[src/hdl/bitmap_frame_allocator_defines.svh]
// Assertion helpers shared by the allocator RTL.
`ifndef BITMAP_FRAME_ALLOCATOR_DEFINES_SVH
`define BITMAP_FRAME_ALLOCATOR_DEFINES_SVH

// Same-cycle implication, checked out of reset.
`define BFA_ASSERT_SAME(label, ante, cons, msg) \
  label: assert property (@(posedge clk) disable iff (!rst_n) (ante) |-> (cons)) \
    else $error(msg);

// Next-cycle implication, checked out of reset.
`define BFA_ASSERT_NEXT(label, ante, cons, msg) \
  label: assert property (@(posedge clk) disable iff (!rst_n) (ante) |=> (cons)) \
    else $error(msg);

`endif

[src/hdl/bfa_pkg.sv]
package bfa_pkg;

  localparam int FRAME_W          = 12;
  localparam int FRAME_LIMIT      = 1 << FRAME_W;
  localparam int WORD_W           = 32;
  localparam int BIT_W            = $clog2(WORD_W);
  localparam int FRAME_COUNT_DEF  = 4096;

  localparam logic MODE_ALLOC = 1'b0;
  localparam logic MODE_FREE  = 1'b1;

  localparam logic [1:0] ST_DONE    = 2'd0;
  localparam logic [1:0] ST_NOTHING = 2'd1;
  localparam logic [1:0] ST_FULL    = 2'd2;

  typedef struct packed {
    logic               mode;
    logic [FRAME_W-1:0] current_frame;
    logic               kernel_page;
    logic               want_write;
  } bfa_in_t;

  typedef struct packed {
    logic [FRAME_W-1:0] frame_number;
    logic               present;
    logic               writable;
    logic               user_mode;
    logic [1:0]         status;
  } bfa_out_t;

  // Word unit results: search, test and update of one bitmap word.
  typedef struct packed {
    logic              full;
    logic [BIT_W-1:0]  free_idx;
    logic              bit_set;
    logic [WORD_W-1:0] set_word;
    logic [WORD_W-1:0] clr_word;
  } bfa_wres_t;

endpackage

[src/hdl/bfa_word_unit.sv]
module bfa_word_unit
  import bfa_pkg::*;
(
  input  logic [WORD_W-1:0] word,
  input  logic [BIT_W-1:0]  bit_idx,
  output bfa_wres_t         res
);

  logic [BIT_W-1:0] free_idx;

  // lowest clear bit, priority to bit 0
  always_comb begin
    free_idx = '0;
    for (int i = WORD_W - 1; i >= 0; i--) begin
      if (!word[i]) begin
        free_idx = BIT_W'(i);
      end
    end
  end

  always_comb begin
    res.full     = &word;
    res.free_idx = free_idx;
    res.bit_set  = word[bit_idx];
    res.set_word = word | (WORD_W'(1) << free_idx);
    res.clr_word = word & ~(WORD_W'(1) << bit_idx);
  end

endmodule

[src/hdl/bitmap_frame_allocator.sv]
// First-fit physical frame allocator over a used/free bitmap held in a
// WORD_COUNT x 32 memory (frame f is bit f%32 of word f/32). An allocate
// beat with current_frame zero scans the bitmap from word 0, one word read
// per cycle through the single read port, and sets the lowest clear bit.
// A free beat reads its word, then clears the bit and writes the word back
// if the bit was set. Beats that need no bitmap access (allocate of a page
// that already owns a frame, free of frame zero or of a frame out of range)
// are answered from the idle state. One beat is in flight at a time; the
// next may be taken while the last result still sits in the output
// register. After reset the memory is cleared one word per cycle, all
// WORD_COUNT words, with in_stall held high. Only frames below both
// FRAME_COUNT and 4096 are handed out; a full bitmap returns status 2.
`include "bitmap_frame_allocator_defines.svh"

module bitmap_frame_allocator
  import bfa_pkg::*;
#(
  parameter int FRAME_COUNT = FRAME_COUNT_DEF
) (
  input  logic     clk,
  input  logic     rst_n,
  input  logic     in_valid,
  output logic     in_stall,
  input  bfa_in_t  in_beat,
  output logic     out_valid,
  input  logic     out_stall,
  output bfa_out_t out_beat
);

  localparam int WORD_COUNT   = (FRAME_COUNT + WORD_W - 1) / WORD_W;
  localparam int AW           = (WORD_COUNT > 1) ? $clog2(WORD_COUNT) : 1;
  localparam int SEARCH_LIMIT = (FRAME_COUNT < FRAME_LIMIT) ? FRAME_COUNT : FRAME_LIMIT;
  localparam int SCAN_WORDS   = (SEARCH_LIMIT + WORD_W - 1) / WORD_W;

  localparam logic [AW-1:0] LAST_WORD = AW'(WORD_COUNT - 1);
  localparam logic [AW-1:0] LAST_SCAN = AW'(SCAN_WORDS - 1);

  typedef enum logic [1:0] {
    S_CLEAR,
    S_IDLE,
    S_ALLOC,
    S_FREE
  } state_t;

  state_t            state_r,     state_nxt;
  logic [AW-1:0]     clr_addr_r,  clr_addr_nxt;
  logic [AW-1:0]     scan_addr_r, scan_addr_nxt;  // next word to read
  logic              issue_r,     issue_nxt;      // scan reads still to go
  logic              chk_vld_r,   chk_vld_nxt;    // rd_q holds a scanned word
  logic [AW-1:0]     chk_addr_r,  chk_addr_nxt;
  logic [AW-1:0]     free_addr_r, free_addr_nxt;
  logic [BIT_W-1:0]  free_bit_r,  free_bit_nxt;
  logic              kern_r,      kern_nxt;
  logic              wr_r,        wr_nxt;
  logic              out_valid_r, out_valid_nxt;
  bfa_out_t          out_beat_r,  out_beat_nxt;

  // bitmap memory
  logic [WORD_W-1:0] mem [WORD_COUNT];
  logic [WORD_W-1:0] rd_q;
  logic              mem_we;
  logic [AW-1:0]     mem_wa;
  logic [WORD_W-1:0] mem_wd;
  logic [AW-1:0]     mem_ra;

  logic              in_acc;
  logic [31:0]       cur_ext;
  logic [AW-1:0]     in_word;
  logic              cur_big;
  logic [AW+BIT_W-1:0] found;
  logic              found_ok;
  bfa_wres_t         wres;

  assign in_stall  = (state_r != S_IDLE) || (out_valid_r && out_stall);
  assign in_acc    = in_valid && !in_stall;
  assign out_valid = out_valid_r;
  assign out_beat  = out_beat_r;

  assign cur_ext  = 32'(in_beat.current_frame);
  assign in_word  = cur_ext[AW+BIT_W-1:BIT_W];
  assign cur_big  = cur_ext >= 32'(FRAME_COUNT);
  assign found    = {chk_addr_r, wres.free_idx};
  assign found_ok = 32'(found) < 32'(SEARCH_LIMIT);

  // the shared search / test / update unit
  bfa_word_unit u_word (
    .word    (rd_q),
    .bit_idx (free_bit_r),
    .res     (wres)
  );

  always_ff @(posedge clk) begin
    if (mem_we) begin
      mem[mem_wa] <= mem_wd;
    end
    rd_q <= mem[mem_ra];
  end

  always_comb begin
    state_nxt     = state_r;
    clr_addr_nxt  = clr_addr_r;
    scan_addr_nxt = scan_addr_r;
    issue_nxt     = issue_r;
    chk_vld_nxt   = 1'b0;
    chk_addr_nxt  = chk_addr_r;
    free_addr_nxt = free_addr_r;
    free_bit_nxt  = free_bit_r;
    kern_nxt      = kern_r;
    wr_nxt        = wr_r;
    out_valid_nxt = out_valid_r && out_stall;
    out_beat_nxt  = out_beat_r;
    mem_we        = 1'b0;
    mem_wa        = clr_addr_r;
    mem_wd        = '0;
    mem_ra        = scan_addr_r;

    unique case (state_r)
      S_CLEAR: begin
        mem_we       = 1'b1;
        clr_addr_nxt = clr_addr_r + AW'(1);
        if (clr_addr_r == LAST_WORD) begin
          state_nxt = S_IDLE;
        end
      end

      S_IDLE: begin
        // launch the first read along with the accept
        mem_ra = (in_beat.mode == MODE_FREE) ? in_word : '0;
        if (in_acc) begin
          kern_nxt = in_beat.kernel_page;
          wr_nxt   = in_beat.want_write;
          if (in_beat.mode == MODE_ALLOC) begin
            if (in_beat.current_frame != '0) begin
              out_valid_nxt = 1'b1;
              out_beat_nxt  = '{frame_number: in_beat.current_frame, present: 1'b0,
                                writable: 1'b0, user_mode: 1'b0, status: ST_NOTHING};
            end else begin
              state_nxt     = S_ALLOC;
              chk_vld_nxt   = 1'b1;
              chk_addr_nxt  = '0;
              scan_addr_nxt = AW'(1);
              issue_nxt     = (LAST_SCAN != '0);
            end
          end else begin
            if ((in_beat.current_frame == '0) || cur_big) begin
              out_valid_nxt = 1'b1;
              out_beat_nxt  = '{frame_number: '0, present: 1'b0, writable: 1'b0,
                                user_mode: 1'b0, status: ST_NOTHING};
            end else begin
              state_nxt     = S_FREE;
              free_addr_nxt = in_word;
              free_bit_nxt  = in_beat.current_frame[BIT_W-1:0];
            end
          end
        end
      end

      S_ALLOC: begin
        // read word k while checking word k-1
        if (issue_r) begin
          chk_vld_nxt   = 1'b1;
          chk_addr_nxt  = scan_addr_r;
          scan_addr_nxt = scan_addr_r + AW'(1);
          issue_nxt     = (scan_addr_r != LAST_SCAN);
        end
        if (chk_vld_r) begin
          if (!wres.full) begin
            state_nxt     = S_IDLE;
            chk_vld_nxt   = 1'b0;
            issue_nxt     = 1'b0;
            out_valid_nxt = 1'b1;
            if (found_ok) begin
              mem_we       = 1'b1;
              mem_wa       = chk_addr_r;
              mem_wd       = wres.set_word;
              out_beat_nxt = '{frame_number: FRAME_W'(found), present: 1'b1,
                               writable: wr_r, user_mode: !kern_r, status: ST_DONE};
            end else begin
              out_beat_nxt = '{frame_number: '0, present: 1'b0, writable: 1'b0,
                               user_mode: 1'b0, status: ST_FULL};
            end
          end else if (chk_addr_r == LAST_SCAN) begin
            state_nxt     = S_IDLE;
            chk_vld_nxt   = 1'b0;
            issue_nxt     = 1'b0;
            out_valid_nxt = 1'b1;
            out_beat_nxt  = '{frame_number: '0, present: 1'b0, writable: 1'b0,
                              user_mode: 1'b0, status: ST_FULL};
          end
        end
      end

      S_FREE: begin
        state_nxt     = S_IDLE;
        out_valid_nxt = 1'b1;
        if (wres.bit_set) begin
          mem_we       = 1'b1;
          mem_wa       = free_addr_r;
          mem_wd       = wres.clr_word;
          out_beat_nxt = '{frame_number: '0, present: 1'b0, writable: 1'b0,
                           user_mode: 1'b0, status: ST_DONE};
        end else begin
          out_beat_nxt = '{frame_number: '0, present: 1'b0, writable: 1'b0,
                           user_mode: 1'b0, status: ST_NOTHING};
        end
      end

      default: begin
        state_nxt = S_CLEAR;
      end
    endcase
  end

  always_ff @(posedge clk) begin
    if (!rst_n) begin
      state_r     <= S_CLEAR;
      clr_addr_r  <= '0;
      issue_r     <= 1'b0;
      chk_vld_r   <= 1'b0;
      out_valid_r <= 1'b0;
    end else begin
      state_r     <= state_nxt;
      clr_addr_r  <= clr_addr_nxt;
      issue_r     <= issue_nxt;
      chk_vld_r   <= chk_vld_nxt;
      out_valid_r <= out_valid_nxt;
    end
    scan_addr_r <= scan_addr_nxt;
    chk_addr_r  <= chk_addr_nxt;
    free_addr_r <= free_addr_nxt;
    free_bit_r  <= free_bit_nxt;
    kern_r      <= kern_nxt;
    wr_r        <= wr_nxt;
    out_beat_r  <= out_beat_nxt;
  end

  // no bitmap write while waiting for a request
  `BFA_ASSERT_SAME(a_idle_no_write, state_r == S_IDLE, !mem_we, "bitmap write in idle")
  // scan pipeline must be flushed on leaving the scan
  `BFA_ASSERT_SAME(a_chk_in_alloc, chk_vld_r || issue_r, state_r == S_ALLOC, "stale scan state")
  // a held result must never be overwritten by a new beat
  `BFA_ASSERT_SAME(a_hold_blocks_in, out_valid_r && out_stall, in_stall, "accept over held result")
  // a free beat completes from the free state: the result is registered and the block is back in idle
  `BFA_ASSERT_NEXT(a_free_one_cycle, state_r == S_FREE, out_valid_r && state_r == S_IDLE,
                   "free did not complete")

endmodule

[config.mk]
export PLATFORM = sky130hd
export DESIGN_NAME = bitmap_frame_allocator
export DESIGN_NICKNAME = d
export VERILOG_FILES = /design/src/hdl/bfa_pkg.sv /design/src/hdl/bfa_word_unit.sv /design/src/hdl/bitmap_frame_allocator.sv
export VERILOG_INCLUDE_DIRS = /design/src /design/src/hdl
export SDC_FILE = /design/constraint.sdc
export NUM_CORES = 2
export LEC_CHECK = 0
export ABC_AREA = 0
export BUFFER_PORTS_ARGS = -buffer_cell sky130_fd_sc_hd__buf_2
export CELL_PAD_IN_SITES_DETAIL_PLACEMENT = 0
export CELL_PAD_IN_SITES_GLOBAL_PLACEMENT = 1
export CORE_AREA = 8 8 699 701
export DETAILED_ROUTE_END_ITERATION = 7
export DIE_AREA = 0 0 707 709
export PLACE_DENSITY_LB_ADDON = 0.1
export SETUP_SLACK_MARGIN = 0.02
export SYNTH_ARGS = -nofsm -noshare
export SYNTH_HDL_FRONTEND = slang
export SYNTH_SLANG_ARGS = --single-unit
export TNS_END_PERCENT = 5
[constraint.sdc]
create_clock -name clk -period 24.6 [get_ports clk]
set_input_delay 2.46 -clock clk [delete_from_list [all_inputs] [get_ports clk]]
set_output_delay 2.46 -clock clk [all_outputs]
set_load 0.02 [all_outputs]
After elaboration in Yosys (flattened, before gate mapping):

Memory sizes are Yosys's and may differ from the RTL's. A register that Yosys moved wholly into a read port is not among the register bits.
Cells that the tools add are included.
Widths: inputs -> output; s select.

* add/sub/neg operators: 2
* magnitude comparators: 2
* equality and inequality tests: 18
* shifts and indexed selects: 2
* muxes and demuxes: 102
* bitwise operators: 4
* reductions and logical operators: 18

Operators with widths (count)
* $mux 5: 32
* $mux 17: 7
* $mux 32: 3
* $mux 7: 13
* $pmux 32 s2: 1
* $shl 1x5->32 const A: 2
* $pmux 17 s3: 1
* $pmux 7 s2: 3
* $and 32x32->32: 1
* $not 32->32: 1
* $or 32x32->32: 1
* $reduce_and 32->1: 1
* $mux 1: 28
* $mux 2: 8
* $ne 3x3->1 const B: 5
* $add 7x1->7 const B: 2
* $eq 7x7->1 const B: 2
* $ge 12x13->1 const B: 1
* $logic_not 12->1: 1
* $ne 2x2->1 const B: 6
* $reduce_and 6->1: 2
* $reduce_bool 12->1: 1
* $pmux 2 s4: 1
* $reduce_and 4->1: 2
* other kinds (17): 23

* flip-flop bits (word level): 57
* bits in writable memories: 4096
* input port bits: 19
* output and inout port bits: 19
* logic and storage cells: 165
* memories: 1

Memory list
* mem: depth 128, width 32, rd ports 1, clocked after Yosys merged registers in 1, wr ports 1, line bitmap_frame_allocator.sv:59 `logic [WORD_W-1:0] mem [WORD_COUNT];`

Longest topological paths before layout:

* depth after elaboration: 37
* mapped depth: 17
* mapped depth without buffers: 10

By module:

A second synthesis with hierarchy kept.

* cells, all modules: 9774
* area total of the unflattened synthesis: 164068.6 um^2

By module, submodules not included
* bitmap_frame_allocator: times used 1, cells each 9560, area each 162558.4 um^2, sequential area each 125230.1 um^2
* bfa_word_unit: times used 1, cells each 214, area each 1510.2 um^2, sequential area each 0.0 um^2

Least setup slack after synthesis:

OpenSTA, ideal clock, no wires.

* kind: register to register
* from: register rd_q[25] (read register of mem)
* to: memory mem[0][23], data pin
* setup time: 1.197 ns
* arrival: 6.809 ns
* data required time: 23.403 ns
* path slack: 16.594 ns
* stages on the path, launching flop included: 9
* buffers on the path: 0
* clock period less this slack: 8.006 ns
* cells stage by stage: dfxtp_1 -> nand2_1 -> nor2_1 -> a21oi_1 -> nor2_1 -> o21bai_1 -> a211oi_1 -> or3b_2 -> o21ai_0

* cells in the longest elaborated chain, start to end: 31
* elaborated cells between the ends (all ways): 35
* classes of those cells: shift: 1; mux: 32; bitwise: 1; reduce/logical: 1

Ends and longest elaborated chain
* start: declaration: line bitmap_frame_allocator.sv:60 `logic [WORD_W-1:0] rd_q;`
* $mux 5 (26 in series): line bfa_word_unit.sv:15 `if (!word[i]) begin`
* $shl 1x5->32: line bfa_word_unit.sv:25 `res.set_word = word | (WORD_W'(1) << free_idx);`
* $or 32x32->32: line bfa_word_unit.sv:25
* $mux 32: line bitmap_frame_allocator.sv:167 `if (!wres.full) begin`
* $mux 32: line bitmap_frame_allocator.sv:166 `if (chk_vld_r) begin`
* $pmux 32 s2 *: line bitmap_frame_allocator.sv:117 `unique case (state_r)`
* net mem_wd[23]: line bitmap_frame_allocator.sv:63 `logic [WORD_W-1:0] mem_wd;`
* end: declaration: line bitmap_frame_allocator.sv:59

Mark *: on every way through the listed nets, which the timed path passes. The rest lies on a longest branch. The select of a mux whose other input is x is not followed.

Worst setup path after layout:

* from: input port in_beat[14] (netlist bit)
* to: register rd_q[8] (read register of mem)

* cells in the longest elaborated chain, start to end: 2

Ends and longest elaborated chain
* start: declaration: line bitmap_frame_allocator.sv:24 `input bfa_in_t in_beat,`
* $mux 7: line bitmap_frame_allocator.sv:128 `mem_ra = (in_beat.mode == MODE_FREE) ? in_word : '0;`
* $mux 7: line bitmap_frame_allocator.sv:117

Every way passes these cells.
A chain may end at the register's enable or synchronous reset.

==> reports/qor.yml <==
synth:
  synth_cell_type_count: 83
  synth_area_per_cell_um2: 13.4
  yosysSeqAreaShare_pct: 75.2
  yosys_register_bits: 4185
  synthAdderAreaFrac_pct: 0.0752
  muxShareOfSynthArea_pct: 0.159
  syn_area_um2: 166000
  synth_top_family_by_area: "simple AND/OR/NAND/NOR gates"
  synth_xor_area_share_pct: 0.0474
  synth-edff-count: 4141
  syn_nets: 12450
  netlist_instances: 12421
  synth_compound_area_share_pct: 7.53
  synth_flop_cell: "edfxtp_1"
  yosys_warnings: 0
  synth_simple_gate_area_share_pct: 14.6
  synth-async-reset-ratio_pct: 0
power:
  powerDensity_nw_per_um2: 93.5
  p_leak_nw: 59.8
  total_power_w: 0.0178
  irDropWorstVdd_mv: 0.0628
timing:
  final_hold_viol_count: 0
  slew_violations: 5
  slew_headroom_pct: -5.54
  rsz0062_at_grt: "false"
  final.setup.tns_ns: 0
  fin_worst_skew_ns: 0.0528
  setup_violations: 0
  min_period_over_period_pct: 34.2
  fmax_mhz: 119
  post-route-min-period_ns: 8.41
  setup_ws_ns: 16.19
  tightest_slew_ns: 1.57
drt:
  routed_via_density: 5.63
  dr.pass1.iters: 5
  route.detailed.drc: 0
  ant_nets: 0
  postRouteWirelength_mm: 605
  routedWlPerCell_um: 31.5
  via_count: 108452
  dr.first_iter.drc_count: 12367
clocking:
  clockBufferDepth: 4
  clk_pin_slew_worst_paths_ns: 0.06
  clockRootBuffer: "clkbuf_16"
  holdBufCountCts: 0
  htreeDepth: 5
  cts_resized: 0
  cts_setup_buffers: 0
  numCtsBuffers: 458
  clk_latency_ns: 1.03
  tritoncts: "yes"
  clock-sinks: 4185
grt:
  antenna_found_initial: 80
  grt_pass1_vias: 104067
  grt_pass1_wl_mm: 839
  grtUsageTotal_pct: 23.4
  grt_max_degree: 160
  grt_overflow: 0
layout:
  syn_to_final_growth_pct: 14.4
  nNetsFinal: 12437
  drive_above_1_share_pct: 10.4
  fill_cells: 44186
  register_area_um2: 125000
  multi_input_area_um2: 39000
die:
  start_util_pct: 34.9
  die_area_um2: 501000
  fp.dieH_um: 709
  pin_count: 38
  core-area_um2: 477000
  core.rowCount: 254
  fp.dieW_um: 707
setup_path:
  required_ns: 25.56
  cp_max_fo: 77
  critPathCaptureType: "flip-flop"
  arrival_ns: 9.37
  critPathKind: "primary input to flip-flop"
  cp-start-kind: "primary input"
flow_run:
  maxCapViolCount: 2
worst_hold_path:
  hold_class: "flip-flop to flip-flop"
status:
  status: "complete, but fails checks"
  violations: "max-capacitance violations, max-slew violations"
place:
  io_buffers: 37
  pre_cts_ws_ns: 15.00
  dpl.hpwl_mm: 331
  place_congestion: 0.816
## through the flow
| step | hold slack, ns | instances | util, % | instance area, um^2 |
|---|---|---|---|---|
| floorplan | 0.465 | 12421 | - | 166000 |
| global placement | 0.519 | 18341 | 36.8 | 176000 |
| detailed placement | 0.518 | 18348 | 36.9 | 176000 |
| CTS | 0.533 | 19201 | 39.9 | 190000 |
| global route | 0.550 | 19203 | 39.9 | 190000 |
| finish | 0.528 | 19247 | 39.9 | 190000 |
## cell type report
| class | count | share of cell area (%) |
|---|---|---|
| diodes | 46 | 0.0604 |
| well taps | 6400 | 4.20 |
| inverters | 22 | 0.0434 |
| multi-input cells | 7295 | 20.5 |
| flip-flops and latches | 4185 | 65.8 |
| clock inverters | 283 | 1.29 |
| repair buffers | 446 | 1.85 |
| clock buffers | 570 | 6.33 |
## cells in the final DEF, fill, tap and decap left out, types with 65 or more instances in the layout
cell / netlist / layout
a31oi_1: 483 / 466
clkbuf_16: 0 / 466
nand4_1: 97 / 97
nor2_4: 0 / 123
edfxtp_1: 4141 / 4141
clkbuf_1: 533 / 103
nand3_1: 1057 / 1052
nand2_1: 3320 / 3319
o22ai_1: 193 / 193
a21oi_1: 177 / 176
and3_1: 607 / 607
a211oi_1: 417 / 417
a311oi_1: 256 / 256
buf_4: 7 / 385
clkinv_2: 0 / 96
o21ai_0: 113 / 65
clkinv_1: 1 / 115
## state kept, by name, indices dropped and copies added (netlist names), 2 cells and up
name and flops:
state_r 2, free_addr_r 7, rd_q 32, free_bit_r 5, scan_addr_r 7, out_beat 17, mem 4096, clr_addr_r 7
chk_addr_r 7
## path summary, 6_finish.rpt
| kind | to | slack [ns] | from | cells past startpoint |
|---|---|---|---|---|
| worst max register to register | rd_q[8] | 16.40 | state_r[1] | 15 |
| worst min-delay path | out_beat[2] | 0.53 | kern_r | 1 |
| worst min register to register | out_beat[2] | 0.53 | kern_r | 1 |
| worst max-delay path | rd_q[8] | 16.19 | in_beat[14] | 14 |
## cell usage after synthesis (all sizes together) (12+ instances only)
master      n  area (um^2)
and3      607         3800
a22o       12          105
a211oi    419         3160
dfxtp      44          881
edfxtp   4141       124000
clkbuf    534         2010
nand2    3321        12500
nor4       39          250
o2111ai    64          561
nor2      158          631
nor3       40          200
o22ai     193         1210
or4        63          473
o21ai     118          598
o211a      34          340
a311oi    256         2240
nand3    1066         5430
a21oi     179          911
buf       385         1810
nand4      98          619
a31oi     485         3060
and2       27          169
inv        21         78.8
## cells by family after synthesis
logic type | count (synthesis)
flops | 4185
simple gates | 5458
fa+ha+maj | 10
compound gates | 1800
buf+inv | 941
xor+xnor | 9
mux | 18
## where the power goes
part	internal, W	switching, W	leakage, nW	total, W
sequential	0.00787	0.000171	30.2	0.00804
clock	0.00385	0.00288	7.10	0.00673
combinational	0.000848	0.00219	22.5	0.00304
total	0.0126	0.00524	59.8	0.0178
## layer usage
metal	up-vias	GRT usage, %	share of wire, %
li1	46988	-	-
met1	56890	34.1	45
met2	3918	36.6	45
met3	646	3.71	7.1
met4	10	5.61	2.6
met5	-	0	0.011
## critical path: stages
cell,delay [ns]
buf_2,0.23
nand3_1,0.20
a21boi_4,0.78
buf_4,0.76
buf_4,0.78
buf_4,0.66
buf_4,0.80
buf_4,0.68
nand2_1,0.10
and3_1,0.19
a31oi_1,0.16
o22ai_1,0.22
nor4_2,0.86
o211a_1,0.27
No activity file was read; power rests on OpenSTA's default activity.
